[config.mk]
export PLATFORM = sky130hd
export DESIGN_NAME = threshold_event_window_averager_core
export DESIGN_NICKNAME = d
export VERILOG_FILES = /design/src/design/tewa_pkg.sv /design/src/design/tewa_accum.sv /design/src/design/tewa_divider.sv /design/src/design/threshold_event_window_averager_core.sv
export VERILOG_INCLUDE_DIRS = /design/src /design/src/design
export SDC_FILE = /design/constraint.sdc
export NUM_CORES = 1
export LEC_CHECK = 0
export BUFFER_PORTS_ARGS = -buffer_cell sky130_fd_sc_hd__buf_2
export CORE_MARGIN = 2
export CORE_UTILIZATION = 40
export CTS_CLUSTER_SIZE = 20
export DETAILED_ROUTE_END_ITERATION = 7
export PLACE_DENSITY_LB_ADDON = 0.2
export SLEW_MARGIN = 20
export SYNTH_ARGS = -nofsm -noshare
export SYNTH_HDL_FRONTEND = slang
export SYNTH_HIERARCHICAL = 1
export SYNTH_SLANG_ARGS = --single-unit
[constraint.sdc]
create_clock -name clock -period 15.5 [get_ports clock]
set_input_delay 2.325 -clock clock [delete_from_list [all_inputs] [get_ports clock]]
set_output_delay 2.325 -clock clock [all_outputs]
set_load 0.005 [all_outputs]
[src/design/assert_macros.svh]
// ----------------------------------------------------------------------------
// Assertion macros
// Shared clocked assertion forms; reset disables checking.
// ----------------------------------------------------------------------------
`ifndef ASSERT_MACROS_SVH
`define ASSERT_MACROS_SVH

// plain property, sampled on the rising clock edge
`define ASSERT_CLK(label, prop) \
   label: assert property (@(posedge clock) disable iff (reset) (prop)) \
      else $error("assertion failed");

// overlapping implication
`define ASSERT_IMPL(label, ante, cons) \
   label: assert property (@(posedge clock) disable iff (reset) (ante) |-> (cons)) \
      else $error("implication failed");

// next-cycle implication
`define ASSERT_NEXT(label, ante, cons) \
   label: assert property (@(posedge clock) disable iff (reset) (ante) |=> (cons)) \
      else $error("next-cycle implication failed");

`endif

[src/design/tewa_pkg.sv]
`timescale 1ns / 1ps
// ----------------------------------------------------------------------------
// tewa_pkg
// Types and constants of the threshold event window averager.
// ----------------------------------------------------------------------------
package tewa_pkg;

   localparam int SAMPLE_W    = 16;
   localparam int IDX_W       = 12;
   localparam int SUM_W       = 28;
   localparam int MAX_SAMPLES = 2048;
   localparam int DIV_STEPS   = SUM_W;
   localparam int STEP_W      = $clog2(DIV_STEPS);

   localparam logic signed [SAMPLE_W-1:0] GAS_THRESHOLD_RST  = 16'sd3200;
   localparam logic signed [SAMPLE_W-1:0] TEMP_THRESHOLD_RST = 16'sd1520;

   typedef enum logic [0:0] {
      CSR_GAS_THRESHOLD  = 1'b0,
      CSR_TEMP_THRESHOLD = 1'b1
   } csr_index_type;

   typedef struct packed {
      logic signed [SAMPLE_W-1:0] temp_sample;
      logic signed [SAMPLE_W-1:0] gas_sample;
      logic                       last_sample;
   } req_item_type;

   typedef struct packed {
      logic                       event_found;
      logic        [IDX_W-1:0]    start_index;
      logic        [IDX_W-1:0]    end_index;
      logic signed [SAMPLE_W-1:0] mean_temp;
      logic signed [SAMPLE_W-1:0] mean_gas;
      logic                       overrun;
   } rsp_item_type;

   // summary of a data set as seen with its final sample included
   typedef struct packed {
      logic                     found;
      logic        [IDX_W-1:0]  start_idx;
      logic        [IDX_W-1:0]  end_idx;
      logic        [IDX_W-1:0]  len;
      logic signed [SUM_W-1:0]  temp_sum;
      logic signed [SUM_W-1:0]  gas_sum;
      logic                     overrun;
   } set_summary_type;

endpackage

[src/design/tewa_accum.sv]
`timescale 1ns / 1ps
// ----------------------------------------------------------------------------
// tewa_accum
// Event tracker: follows the event phase, indices and channel sums per item.
// ----------------------------------------------------------------------------
module tewa_accum (
   input  logic                                 clock,
   input  logic                                 reset,
   input  logic                                 accept,
   input  tewa_pkg::req_item_type               item,
   input  logic signed [tewa_pkg::SAMPLE_W-1:0] gas_threshold,
   input  logic signed [tewa_pkg::SAMPLE_W-1:0] temp_threshold,
   output tewa_pkg::set_summary_type            summary
);

   typedef enum logic [2:0] {
      PH_WAIT   = 3'b001,
      PH_ACTIVE = 3'b010,
      PH_ENDED  = 3'b100
   } phase_type;

   phase_type                              phase_ff, phase_in;
   logic        [tewa_pkg::IDX_W-1:0]      idx_ff, idx_in;
   logic        [tewa_pkg::IDX_W-1:0]      start_ff, start_in;
   logic        [tewa_pkg::IDX_W-1:0]      end_ff, end_in;
   logic signed [tewa_pkg::SUM_W-1:0]      tsum_ff, tsum_in;
   logic signed [tewa_pkg::SUM_W-1:0]      gsum_ff, gsum_in;
   logic                                   ovf_ff, ovf_in;

   logic signed [tewa_pkg::SUM_W-1:0]      t_ext;
   logic signed [tewa_pkg::SUM_W-1:0]      g_ext;
   logic                                   hit;
   logic                                   quiet;
   logic                                   found;
   logic        [tewa_pkg::IDX_W-1:0]      s_idx;
   logic        [tewa_pkg::IDX_W-1:0]      e_idx;

   assign t_ext = tewa_pkg::SUM_W'(item.temp_sample);
   assign g_ext = tewa_pkg::SUM_W'(item.gas_sample);
   assign hit   = (item.gas_sample > gas_threshold) || (item.temp_sample > temp_threshold);
   assign quiet = (item.gas_sample < gas_threshold) && (item.temp_sample < temp_threshold);

   always_comb begin
      phase_in = phase_ff;
      idx_in   = idx_ff;
      start_in = start_ff;
      end_in   = end_ff;
      tsum_in  = tsum_ff;
      gsum_in  = gsum_ff;
      ovf_in   = ovf_ff;
      if (idx_ff < tewa_pkg::IDX_W'(tewa_pkg::MAX_SAMPLES)) begin
         unique case (phase_ff)
            PH_WAIT: begin
               if (hit) begin
                  start_in = idx_ff;
                  phase_in = PH_ACTIVE;
                  tsum_in  = tsum_ff + t_ext;
                  gsum_in  = gsum_ff + g_ext;
               end
            end
            PH_ACTIVE: begin
               if (quiet) begin
                  end_in   = idx_ff;
                  phase_in = PH_ENDED;
               end else begin
                  tsum_in  = tsum_ff + t_ext;
                  gsum_in  = gsum_ff + g_ext;
               end
            end
            PH_ENDED: begin
            end
            default: begin
            end
         endcase
         idx_in = idx_ff + 1'b1;
      end else begin
         ovf_in = 1'b1;
      end
   end

   // event still open at the final item: it ends at the sample count
   assign found = (phase_in != PH_WAIT);
   assign s_idx = found ? start_in : idx_in;
   assign e_idx = (phase_in == PH_ENDED) ? end_in : idx_in;

   always_comb begin
      summary.found     = found;
      summary.start_idx = s_idx;
      summary.end_idx   = e_idx;
      summary.len       = e_idx - s_idx;
      summary.temp_sum  = tsum_in;
      summary.gas_sum   = gsum_in;
      summary.overrun   = ovf_in;
   end

   always_ff @(posedge clock) begin
      if (reset) begin
         phase_ff <= PH_WAIT;
         idx_ff   <= '0;
         start_ff <= '0;
         end_ff   <= '0;
         tsum_ff  <= '0;
         gsum_ff  <= '0;
         ovf_ff   <= 1'b0;
      end else if (accept) begin
         if (item.last_sample) begin
            phase_ff <= PH_WAIT;
            idx_ff   <= '0;
            start_ff <= '0;
            end_ff   <= '0;
            tsum_ff  <= '0;
            gsum_ff  <= '0;
            ovf_ff   <= 1'b0;
         end else begin
            phase_ff <= phase_in;
            idx_ff   <= idx_in;
            start_ff <= start_in;
            end_ff   <= end_in;
            tsum_ff  <= tsum_in;
            gsum_ff  <= gsum_in;
            ovf_ff   <= ovf_in;
         end
      end
   end

endmodule

[src/design/tewa_divider.sv]
`timescale 1ns / 1ps
// ----------------------------------------------------------------------------
// tewa_divider
// Shared radix-2 restoring divider; divides both channel sums in turn.
// ----------------------------------------------------------------------------
module tewa_divider (
   input  logic                                 clock,
   input  logic                                 reset,
   input  logic                                 start,
   input  logic signed [tewa_pkg::SUM_W-1:0]    dividend_a,
   input  logic signed [tewa_pkg::SUM_W-1:0]    dividend_b,
   input  logic        [tewa_pkg::IDX_W-1:0]    divisor,
   output logic                                 busy,
   output logic                                 done,
   output logic signed [tewa_pkg::SAMPLE_W-1:0] quot_a,
   output logic signed [tewa_pkg::SAMPLE_W-1:0] quot_b
);

   logic                                   busy_ff;
   logic                                   done_ff;
   logic                                   chan_ff;
   logic        [tewa_pkg::STEP_W-1:0]     cnt_ff;
   logic        [tewa_pkg::IDX_W-1:0]      rem_ff;
   logic        [tewa_pkg::SUM_W-1:0]      quo_ff;
   logic                                   neg_ff;
   logic signed [tewa_pkg::SUM_W-1:0]      hold_ff;
   logic        [tewa_pkg::IDX_W-1:0]      dvsr_ff;
   logic signed [tewa_pkg::SAMPLE_W-1:0]   qa_ff;
   logic signed [tewa_pkg::SAMPLE_W-1:0]   qb_ff;

   logic        [tewa_pkg::IDX_W:0]        shifted;
   logic        [tewa_pkg::IDX_W:0]        diff;
   logic                                   ge;
   logic        [tewa_pkg::IDX_W-1:0]      rem_step;
   logic        [tewa_pkg::SUM_W-1:0]      quo_step;
   logic        [tewa_pkg::SAMPLE_W-1:0]   qmag;
   logic signed [tewa_pkg::SAMPLE_W-1:0]   qres;

   function automatic logic [tewa_pkg::SUM_W-1:0] magnitude(
      input logic signed [tewa_pkg::SUM_W-1:0] v
   );
      magnitude = v[tewa_pkg::SUM_W-1] ? tewa_pkg::SUM_W'(-v) : tewa_pkg::SUM_W'(v);
   endfunction

   assign shifted  = {rem_ff, quo_ff[tewa_pkg::SUM_W-1]};
   assign ge       = (shifted >= {1'b0, dvsr_ff});
   assign diff     = shifted - {1'b0, dvsr_ff};
   assign rem_step = ge ? diff[tewa_pkg::IDX_W-1:0] : shifted[tewa_pkg::IDX_W-1:0];
   assign quo_step = {quo_ff[tewa_pkg::SUM_W-2:0], ge};
   assign qmag     = quo_step[tewa_pkg::SAMPLE_W-1:0];
   assign qres     = neg_ff ? $signed(-qmag) : $signed(qmag);

   always_ff @(posedge clock) begin
      if (reset) begin
         busy_ff <= 1'b0;
         done_ff <= 1'b0;
         chan_ff <= 1'b0;
         cnt_ff  <= '0;
      end else begin
         done_ff <= 1'b0;
         if (start) begin
            busy_ff <= 1'b1;
            chan_ff <= 1'b0;
            cnt_ff  <= '0;
         end else if (busy_ff) begin
            if (cnt_ff == tewa_pkg::STEP_W'(tewa_pkg::DIV_STEPS - 1)) begin
               cnt_ff <= '0;
               if (chan_ff) begin
                  busy_ff <= 1'b0;
                  done_ff <= 1'b1;
               end else begin
                  chan_ff <= 1'b1;
               end
            end else begin
               cnt_ff <= cnt_ff + 1'b1;
            end
         end
      end
   end

   always_ff @(posedge clock) begin
      if (start) begin
         rem_ff  <= '0;
         quo_ff  <= magnitude(dividend_a);
         neg_ff  <= dividend_a[tewa_pkg::SUM_W-1];
         hold_ff <= dividend_b;
         dvsr_ff <= divisor;
      end else if (busy_ff) begin
         if (cnt_ff == tewa_pkg::STEP_W'(tewa_pkg::DIV_STEPS - 1)) begin
            rem_ff <= '0;
            if (chan_ff) begin
               qb_ff  <= qres;
               quo_ff <= quo_step;
            end else begin
               qa_ff  <= qres;
               quo_ff <= magnitude(hold_ff);
               neg_ff <= hold_ff[tewa_pkg::SUM_W-1];
            end
         end else begin
            rem_ff <= rem_step;
            quo_ff <= quo_step;
         end
      end
   end

   assign busy   = busy_ff;
   assign done   = done_ff;
   assign quot_a = qa_ff;
   assign quot_b = qb_ff;

endmodule

[src/design/threshold_event_window_averager_core.sv]
`timescale 1ns / 1ps
// ----------------------------------------------------------------------------
// threshold_event_window_averager_core
// Finds the threshold event in a sample set and reports its window and means.
// ----------------------------------------------------------------------------
// Usage:
//   req_*  : one temperature/gas sample pair per item; last_sample closes a set.
//   rsp_*  : one result item per set, issued after the final sample.
//   csr_*  : threshold writes; write only while no set is in progress.
// Throughput: ordinary samples are taken one per cycle.
// Result path: the final sample of a set holds the input; when an event was
//   seen, both channel sums go through 28-step serial divisions in turn on
//   the shared divider, then the divide state is left and the result is loaded;
//   when none was, the result is loaded without a division.
// The result sits in an output register; if the receiver stalls, a further
//   finished result waits inside until that register is free, and no new
//   sample is taken meanwhile.
// Reset: thresholds return to 200.0 (gas) and 95.0 (temperature), the set
//   state clears and no result is pending.
// ----------------------------------------------------------------------------
`include "assert_macros.svh"

module threshold_event_window_averager_core (
   input  logic                                 clock,
   input  logic                                 reset,
   input  logic                                 req_valid,
   output logic                                 req_ready,
   input  tewa_pkg::req_item_type               req_item,
   output logic                                 rsp_valid,
   input  logic                                 rsp_ready,
   output tewa_pkg::rsp_item_type               rsp_item,
   input  logic                                 csr_we,
   input  tewa_pkg::csr_index_type              csr_index,
   input  logic        [tewa_pkg::SAMPLE_W-1:0] csr_wdata
);

   typedef enum logic [2:0] {
      ST_IDLE    = 3'b001,
      ST_DIVIDE  = 3'b010,
      ST_PUBLISH = 3'b100
   } state_type;

   state_type                              state_ff, state_in;
   logic signed [tewa_pkg::SAMPLE_W-1:0]   gas_thr_ff;
   logic signed [tewa_pkg::SAMPLE_W-1:0]   temp_thr_ff;
   tewa_pkg::rsp_item_type                 pend_ff;
   logic                                   zero_avg_ff;
   tewa_pkg::rsp_item_type                 rsp_ff, rsp_in;
   logic                                   rsp_valid_ff;

   tewa_pkg::set_summary_type              summary;
   logic                                   accept;
   logic                                   last_acc;
   logic                                   need_div;
   logic                                   slot_free;
   logic                                   div_busy;
   logic                                   div_done;
   logic signed [tewa_pkg::SAMPLE_W-1:0]   avg_t;
   logic signed [tewa_pkg::SAMPLE_W-1:0]   avg_g;

   assign req_ready = (state_ff == ST_IDLE);
   assign accept    = req_valid && req_ready;
   assign last_acc  = accept && req_item.last_sample;
   assign need_div  = summary.found && (summary.len != '0);
   assign slot_free = !rsp_valid_ff || rsp_ready;

   tewa_accum u_accum (
      .clock          (clock),
      .reset          (reset),
      .accept         (accept),
      .item           (req_item),
      .gas_threshold  (gas_thr_ff),
      .temp_threshold (temp_thr_ff),
      .summary        (summary)
   );

   tewa_divider u_divider (
      .clock      (clock),
      .reset      (reset),
      .start      (last_acc && need_div),
      .dividend_a (summary.temp_sum),
      .dividend_b (summary.gas_sum),
      .divisor    (summary.len),
      .busy       (div_busy),
      .done       (div_done),
      .quot_a     (avg_t),
      .quot_b     (avg_g)
   );

   always_ff @(posedge clock) begin
      if (reset) begin
         gas_thr_ff  <= tewa_pkg::GAS_THRESHOLD_RST;
         temp_thr_ff <= tewa_pkg::TEMP_THRESHOLD_RST;
      end else if (csr_we) begin
         unique case (csr_index)
            tewa_pkg::CSR_GAS_THRESHOLD:  gas_thr_ff  <= $signed(csr_wdata);
            tewa_pkg::CSR_TEMP_THRESHOLD: temp_thr_ff <= $signed(csr_wdata);
            default: begin
            end
         endcase
      end
   end

   always_comb begin
      state_in = state_ff;
      unique case (state_ff)
         ST_IDLE: begin
            if (last_acc) begin
               state_in = need_div ? ST_DIVIDE : ST_PUBLISH;
            end
         end
         ST_DIVIDE: begin
            if (div_done) begin
               state_in = ST_PUBLISH;
            end
         end
         ST_PUBLISH: begin
            if (slot_free) begin
               state_in = ST_IDLE;
            end
         end
         default: state_in = ST_IDLE;
      endcase
   end

   always_ff @(posedge clock) begin
      if (reset) begin
         state_ff     <= ST_IDLE;
         rsp_valid_ff <= 1'b0;
      end else begin
         state_ff <= state_in;
         if (state_ff == ST_PUBLISH && slot_free) begin
            rsp_valid_ff <= 1'b1;
         end else if (rsp_ready) begin
            rsp_valid_ff <= 1'b0;
         end
      end
   end

   always_comb begin
      rsp_in           = pend_ff;
      rsp_in.mean_temp = zero_avg_ff ? '0 : avg_t;
      rsp_in.mean_gas  = zero_avg_ff ? '0 : avg_g;
   end

   always_ff @(posedge clock) begin
      if (last_acc) begin
         pend_ff.event_found <= summary.found;
         pend_ff.start_index <= summary.start_idx;
         pend_ff.end_index   <= summary.end_idx;
         pend_ff.mean_temp   <= '0;
         pend_ff.mean_gas    <= '0;
         pend_ff.overrun     <= summary.overrun;
         zero_avg_ff         <= !need_div;
      end
      if (state_ff == ST_PUBLISH && slot_free) begin
         rsp_ff <= rsp_in;
      end
   end

   assign rsp_valid = rsp_valid_ff;
   assign rsp_item  = rsp_ff;

   `ASSERT_CLK(a_state_onehot, $onehot(state_ff))
   `ASSERT_NEXT(a_last_blocks_input, last_acc, !req_ready)
   `ASSERT_IMPL(a_div_done_in_divide, div_done, state_ff == ST_DIVIDE)
   `ASSERT_IMPL(a_divide_keeps_busy, state_ff == ST_DIVIDE && !div_done, div_busy)
   `ASSERT_IMPL(a_rsp_from_publish, $rose(rsp_valid_ff), $past(state_ff == ST_PUBLISH))

endmodule

# Yosys cells after proc, flatten, opt, wreduce, memory -nomap -nowiden
# Cells that the tools add are included.
# Widths: inputs -> output; s select.
[classes]
add_sub_neg = 9
n_mul = 0
n_reduce_logical = 23
muxes = 55
shift = 0
n_bitwise = 5
n_div = 0
n_eq_ne = 12
n_lt_le_gt_ge = 6
[ops]
columns = ["op", "count"]
rows = [
  ["$mux 28", 14],
  ["$mux 12", 14],
  ["$pmux 28 s2", 2],
  ["$add 28x16->28", 2],
  ["$neg 28->28", 2],
  ["$gt 16x16->1", 2],
  ["$lt 16x16->1", 2],
  ["$mux 3", 8],
  ["$sub 12x12->12", 2],
  ["$mux 16", 1],
  ["$neg 16->16", 1],
  ["$ge 13x12->1", 1],
  ["$mux 1", 13],
  ["$add 12x1->12 const B", 1],
  ["$lt 12x12->1 const B", 1],
  ["$reduce_bool 12->1", 1],
  ["$pmux 3 s3", 1],
  ["$reduce_and 4->1", 2],
  ["$eq 3x1->1 const B", 2],
  ["$eq 3x2->1 const B", 2],
  ["$eq 3x3->1 const B", 2],
  ["$logic_and 1x1->1", 6],
  ["$ne 2x1->1 const B", 3],
  ["$pmux 3 s2", 1],
  ["other kinds (13)", 24],
]
[totals]
reg_bits = 338
n_memories = 0
ram_bits = 0
output_inout_bits = 60
rom_bits = 0
latch_bits = 0
inputBits = 55

# Depth between registers and ports, before layout
[depth]
depth_word = 13
depth_mapped = 31

# Cells and area by module
# Netlist, hierarchy kept.
[modules_own_cells]
columns = ["mod", "n_inst", "cells_each", "seq_area_each_um2", "area_each_um2"]
rows = [
  ["tewa_accum", 1, 1079, 1921.8, 8579.5],
  ["tewa_divider", 1, 599, 3433.3, 6522.5],
  ["threshold_event_window_averager_core", 1, 292, 3273.1, 4161.5],
]

# Least setup slack after synthesis
# OpenSTA, ideal clock, no wires.
[synth_path]
path_kind = "input-to-reg"
startpoint = "input req_item[32] (netlist bit)"
endpoint = "register u_divider/quo_ff[0] (netlist bit), enable pin"
arrival_ns = 9.210
setup_ns = 0.383
path_slack_ns = 5.908
path_stages = 29
n_path_buf = 3
required_ns = 15.117
cell_sequence = "ha_1 nand4_1 nor4_1 a21boi_1 nor4_4 mux2i_2 o32a_2 and2_1 buf_2 inv_1 nor3_1 or3_1 fa_1 a21o_1 a21oi_1 o21bai_1 a21oi_1 o21bai_1 a21oi_1 o21bai_1 a21oi_1 xnor2_1 or4_1 o31ai_4 nor2b_2 clkbuf_1 nor2_1 clkbuf_1 inv_1"
[synth_lines]
columns = ["item", "line_no", "source"]
rows = [
  ["start: declaration", "threshold_event_window_averager_core.sv:28", "input tewa_pkg::req_item_type req_item,"],
  ["end signal: assignment", "tewa_divider.sv:84", "quo_ff <= magnitude(dividend_a);"],
  ["end signal: assignment", "tewa_divider.sv:93", "quo_ff <= quo_step;"],
  ["end signal: assignment", "tewa_divider.sv:96", "quo_ff <= magnitude(hold_ff);"],
  ["end: declaration", "tewa_divider.sv:24", "logic [tewa_pkg::SUM_W-1:0] quo_ff;"],
]

==> impl_metrics.tcl <==
set metrics [dict create \
    run_status "finished clean" \
    holdBufCountCts 0 \
    grt_pass1_vias 14400 \
    dieArea_um2 49900 \
    grt_max_degree 85 \
    postCtsResizedCells 0 \
    min_path_type "reg -> reg" \
    relSlewSlack_pct 28.6 \
    ys_async_sr_fraction_pct 0 \
    r2r_end "u_divider/quot_a[13]$_DFFE_PP_" \
    via_per_inst 5.58 \
    yosysWarnings 6 \
    clock_skew_ns 0.0173 \
    layout_commonest_cell "edfxtp_1" \
    wl_per_cell_um 18.2 \
    grt_use_total_pct 19.5 \
    period_needed_ns 9.93 \
    cts_root_buf "clkbuf_16" \
    grt_setup_unrepaired "false" \
    cp.required_ns 15.69 \
    gp_congestion 0.877 \
    regToRegSetupSlack_ns 7.28 \
    min_to "rsp_item[37]$_DFFE_PP_" \
    dp_hpwl_um 36100 \
    io_buffers 114 \
    fillerInstances 4476 \
    finalCritPeriodShare_pct 64.1 \
    crit_path_end_kind "register" \
    max_stage_delay_ns 0.74 \
    rr_startpoint "temp_thr_ff[15]$_SDFFE_PP0P_" \
    clock-sinks 338 \
    crit_slowest_cell "and3_1" \
    synthCells 1970 \
    antenna_found_initial 0 \
    avgSynthCellArea_um2 9.78 \
    yosysUniqueCellTypes 89 \
    rows 80 \
    die_h_um 223 \
    cts_buffers 41 \
    max_freq_mhz 101 \
    post_cts_buffers 0 \
    total_power_mw 2.70 \
    p_leak_nw 8.55 \
    drtAntennaViolNets 0 \
    clkSlewWorstSetupHoldPaths_ns 0.06 \
    grt_pass1_wl_um 78000 \
    clk_latency_ns 0.57 \
    hold_start "pend_ff[37]$_DFFE_PP_" \
    io_pins 115 \
    synth_edf_count 186 \
    max_cap_violations 0 \
    syn-cell-area_um2 19300 \
    antenna_cells 0 \
    crit_family "simple AND/OR/NAND/NOR gates" \
    htree_levels 2 \
    worstSetupPathType "in -> reg" \
    ys_ff_latch 338 \
    slew_violations 0 \
    nNetsFinal 2221 \
    clockBufferDepth 3 \
    synthesis.nets 2143 \
    reg2reg_depth 28 \
    drive_gt1_share_pct 12.7 \
    dr.first_iter.drc_count 1112 \
    most-common-layout-cells "edfxtp_1 (186), nand2_1 (173), nor2_1 (162)" \
    fp.dieW_um 223 \
    synthFlopType "edfxtp_1" \
    tightest_slew_ns 1.07 \
    worstPathArrival_ns 10.12 \
    synthToLayoutAreaGrowth_pct 12.8 \
    start_util_pct 40.4 \
    grt_overflow_total 0 \
    power.density_nw_per_um2 124 \
    crit_top_cell "a21oi_1" \
    drcViolationCount 0 \
    worstPathMaxFanout 37 \
    num_vias 15000 \
    cts_tree "done" \
    ir_drop_mv 0.0827 \
    first_pass_iters 7 \
    worstSetupStartpointType "input pin" \
    seq_area_frac_synth_pct 44.8 \
    setup-violations-final 0 \
    wl_um 49100 \
    holdPathStages 0 \
    core_area_um2 47600 \
    tns_ns 0 \
    crit_buf_inv 3 \
    hold_violations 0 \
]
power by group:
group          switching (mW)  total [mW]  leakage, nW  internal (mW)
sequential             0.0479        1.08         2.95           1.03
combinational           0.403       0.656         4.95          0.253
clock                   0.382       0.962        0.650          0.580
synth_stat cells (all sizes together), types with 8 or more instances:
library cell	number	share of area, %
and2	15	0.49
nor3	25	0.68
xor2	54	2.5
clkbuf	74	1.4
a31oi	13	0.50
o31ai	26	1.2
nand2	173	3.4
nand3	36	0.94
mux2i	18	0.95
o22ai	8	0.33
a21o	22	0.86
or3	16	0.52
edfxtp	186	29
a22o	44	2.0
nor2	162	3.2
and3	15	0.49
mux2	42	2.6
inv	94	1.8
o21ai	106	2.8
o211ai	9	0.35
nand2b	24	0.78
o41ai	14	0.68
a21oi	152	3.9
nor3b	10	0.39
xnor2	78	3.5
a211oi	15	0.58
nand3b	12	0.47
o21bai	13	0.51
or4	17	0.74
o21a	16	0.62
a211o	9	0.41
nand4	19	0.62
ha	114	7.4
nor2b	51	1.7
dfxtp	152	16
a22oi	24	0.94
nor4	11	0.44
buf	20	0.58
flip-flops by register name, indices dropped and copies added, names as in the netlist, 16 cells and up:
| name | count |
|---|---|
| u_accum/gsum_ff | 28 |
| rsp_item | 58 |
| temp_thr_ff | 16 |
| u_divider/quot_a | 16 |
| u_divider/quot_b | 16 |
| pend_ff | 26 |
| u_divider/hold_ff | 28 |
| gas_thr_ff | 16 |
| u_accum/tsum_ff | 28 |
| u_divider/quo_ff | 28 |
metrics by stage:
stage                     util [%]  cell area (µm²)  setup slack (ns)  cells  hold slack [ns]
after floorplan                  -            19300              5.91   1970            0.400
after global placement        42.7            20400              5.30   2620            0.403
after detailed placement      42.8            20400              5.07   2620            0.405
after CTS                     45.6            21700              5.63   2696            0.417
after global routing          45.6            21700              4.82   2696            0.425
final                         45.6            21700              5.57   2696            0.416
layer usage:
metal	part of all wire (%)	vias up	track usage (%)
met4	2.7	0	6.71
met3	5.2	87	3.36
met1	48	7194	27.5
met2	44	379	30.2
li1	-	7371	-
met5	0	-	0
cell type report:
cell class	instances	area, µm²	area share, %
clock buffers	53	1120	5.17
clock inverters	23	229	1.05
inverters	95	357	1.64
multi-input cells	1443	9940	45.7
flip-flops and latches	338	8630	39.7
well taps	615	769	3.54
repair buffers	129	683	3.14
worst max path at each step:
stage	end	slack [ns]	depth (start not counted)	from
after detailed placement	u_divider/quot_a[14]$_DFFE_PP_	5.07	28	req_item[32]
after floorplan	u_divider/quo_ff[0]$_DFFE_PP_	5.91	29	req_item[32]
after global placement	u_divider/quot_a[12]$_DFFE_PP_	5.30	28	req_item[32]
after CTS	u_divider/quot_a[6]$_DFFE_PP_	5.63	28	req_item[32]
after global routing	u_divider/quot_a[6]$_DFFE_PP_	4.82	26	req_item[32]
final	u_divider/quot_a[13]$_DFFE_PP_	5.57	28	req_item[32]
worst register-to-register path, delay by kind of cell (launching register included):
kind | cells | cell delay [ns]
compound gates | 11 | 2.17
xor+xnor | 1 | 0.09
fa+ha+maj | 3 | 0.98
buf+inv | 3 | 0.58
flops | 1 | 0.32
mux | 1 | 0.47
simple gates | 9 | 3.23
logic make-up (layout without fill, tap and decap cells):
group           count (synthesis)  after routing  share of synthesized area, %
compound gates                532            532                          18.6
xor+xnor                      132            132                          6.00
fa+ha+maj                     118            118                          7.82
buf+inv                       189            300                          3.88
flops                         338            338                          44.8
mux                            60             60                          3.53
simple gates                  601            601                          15.4
Power figures use the tool's default switching activity.
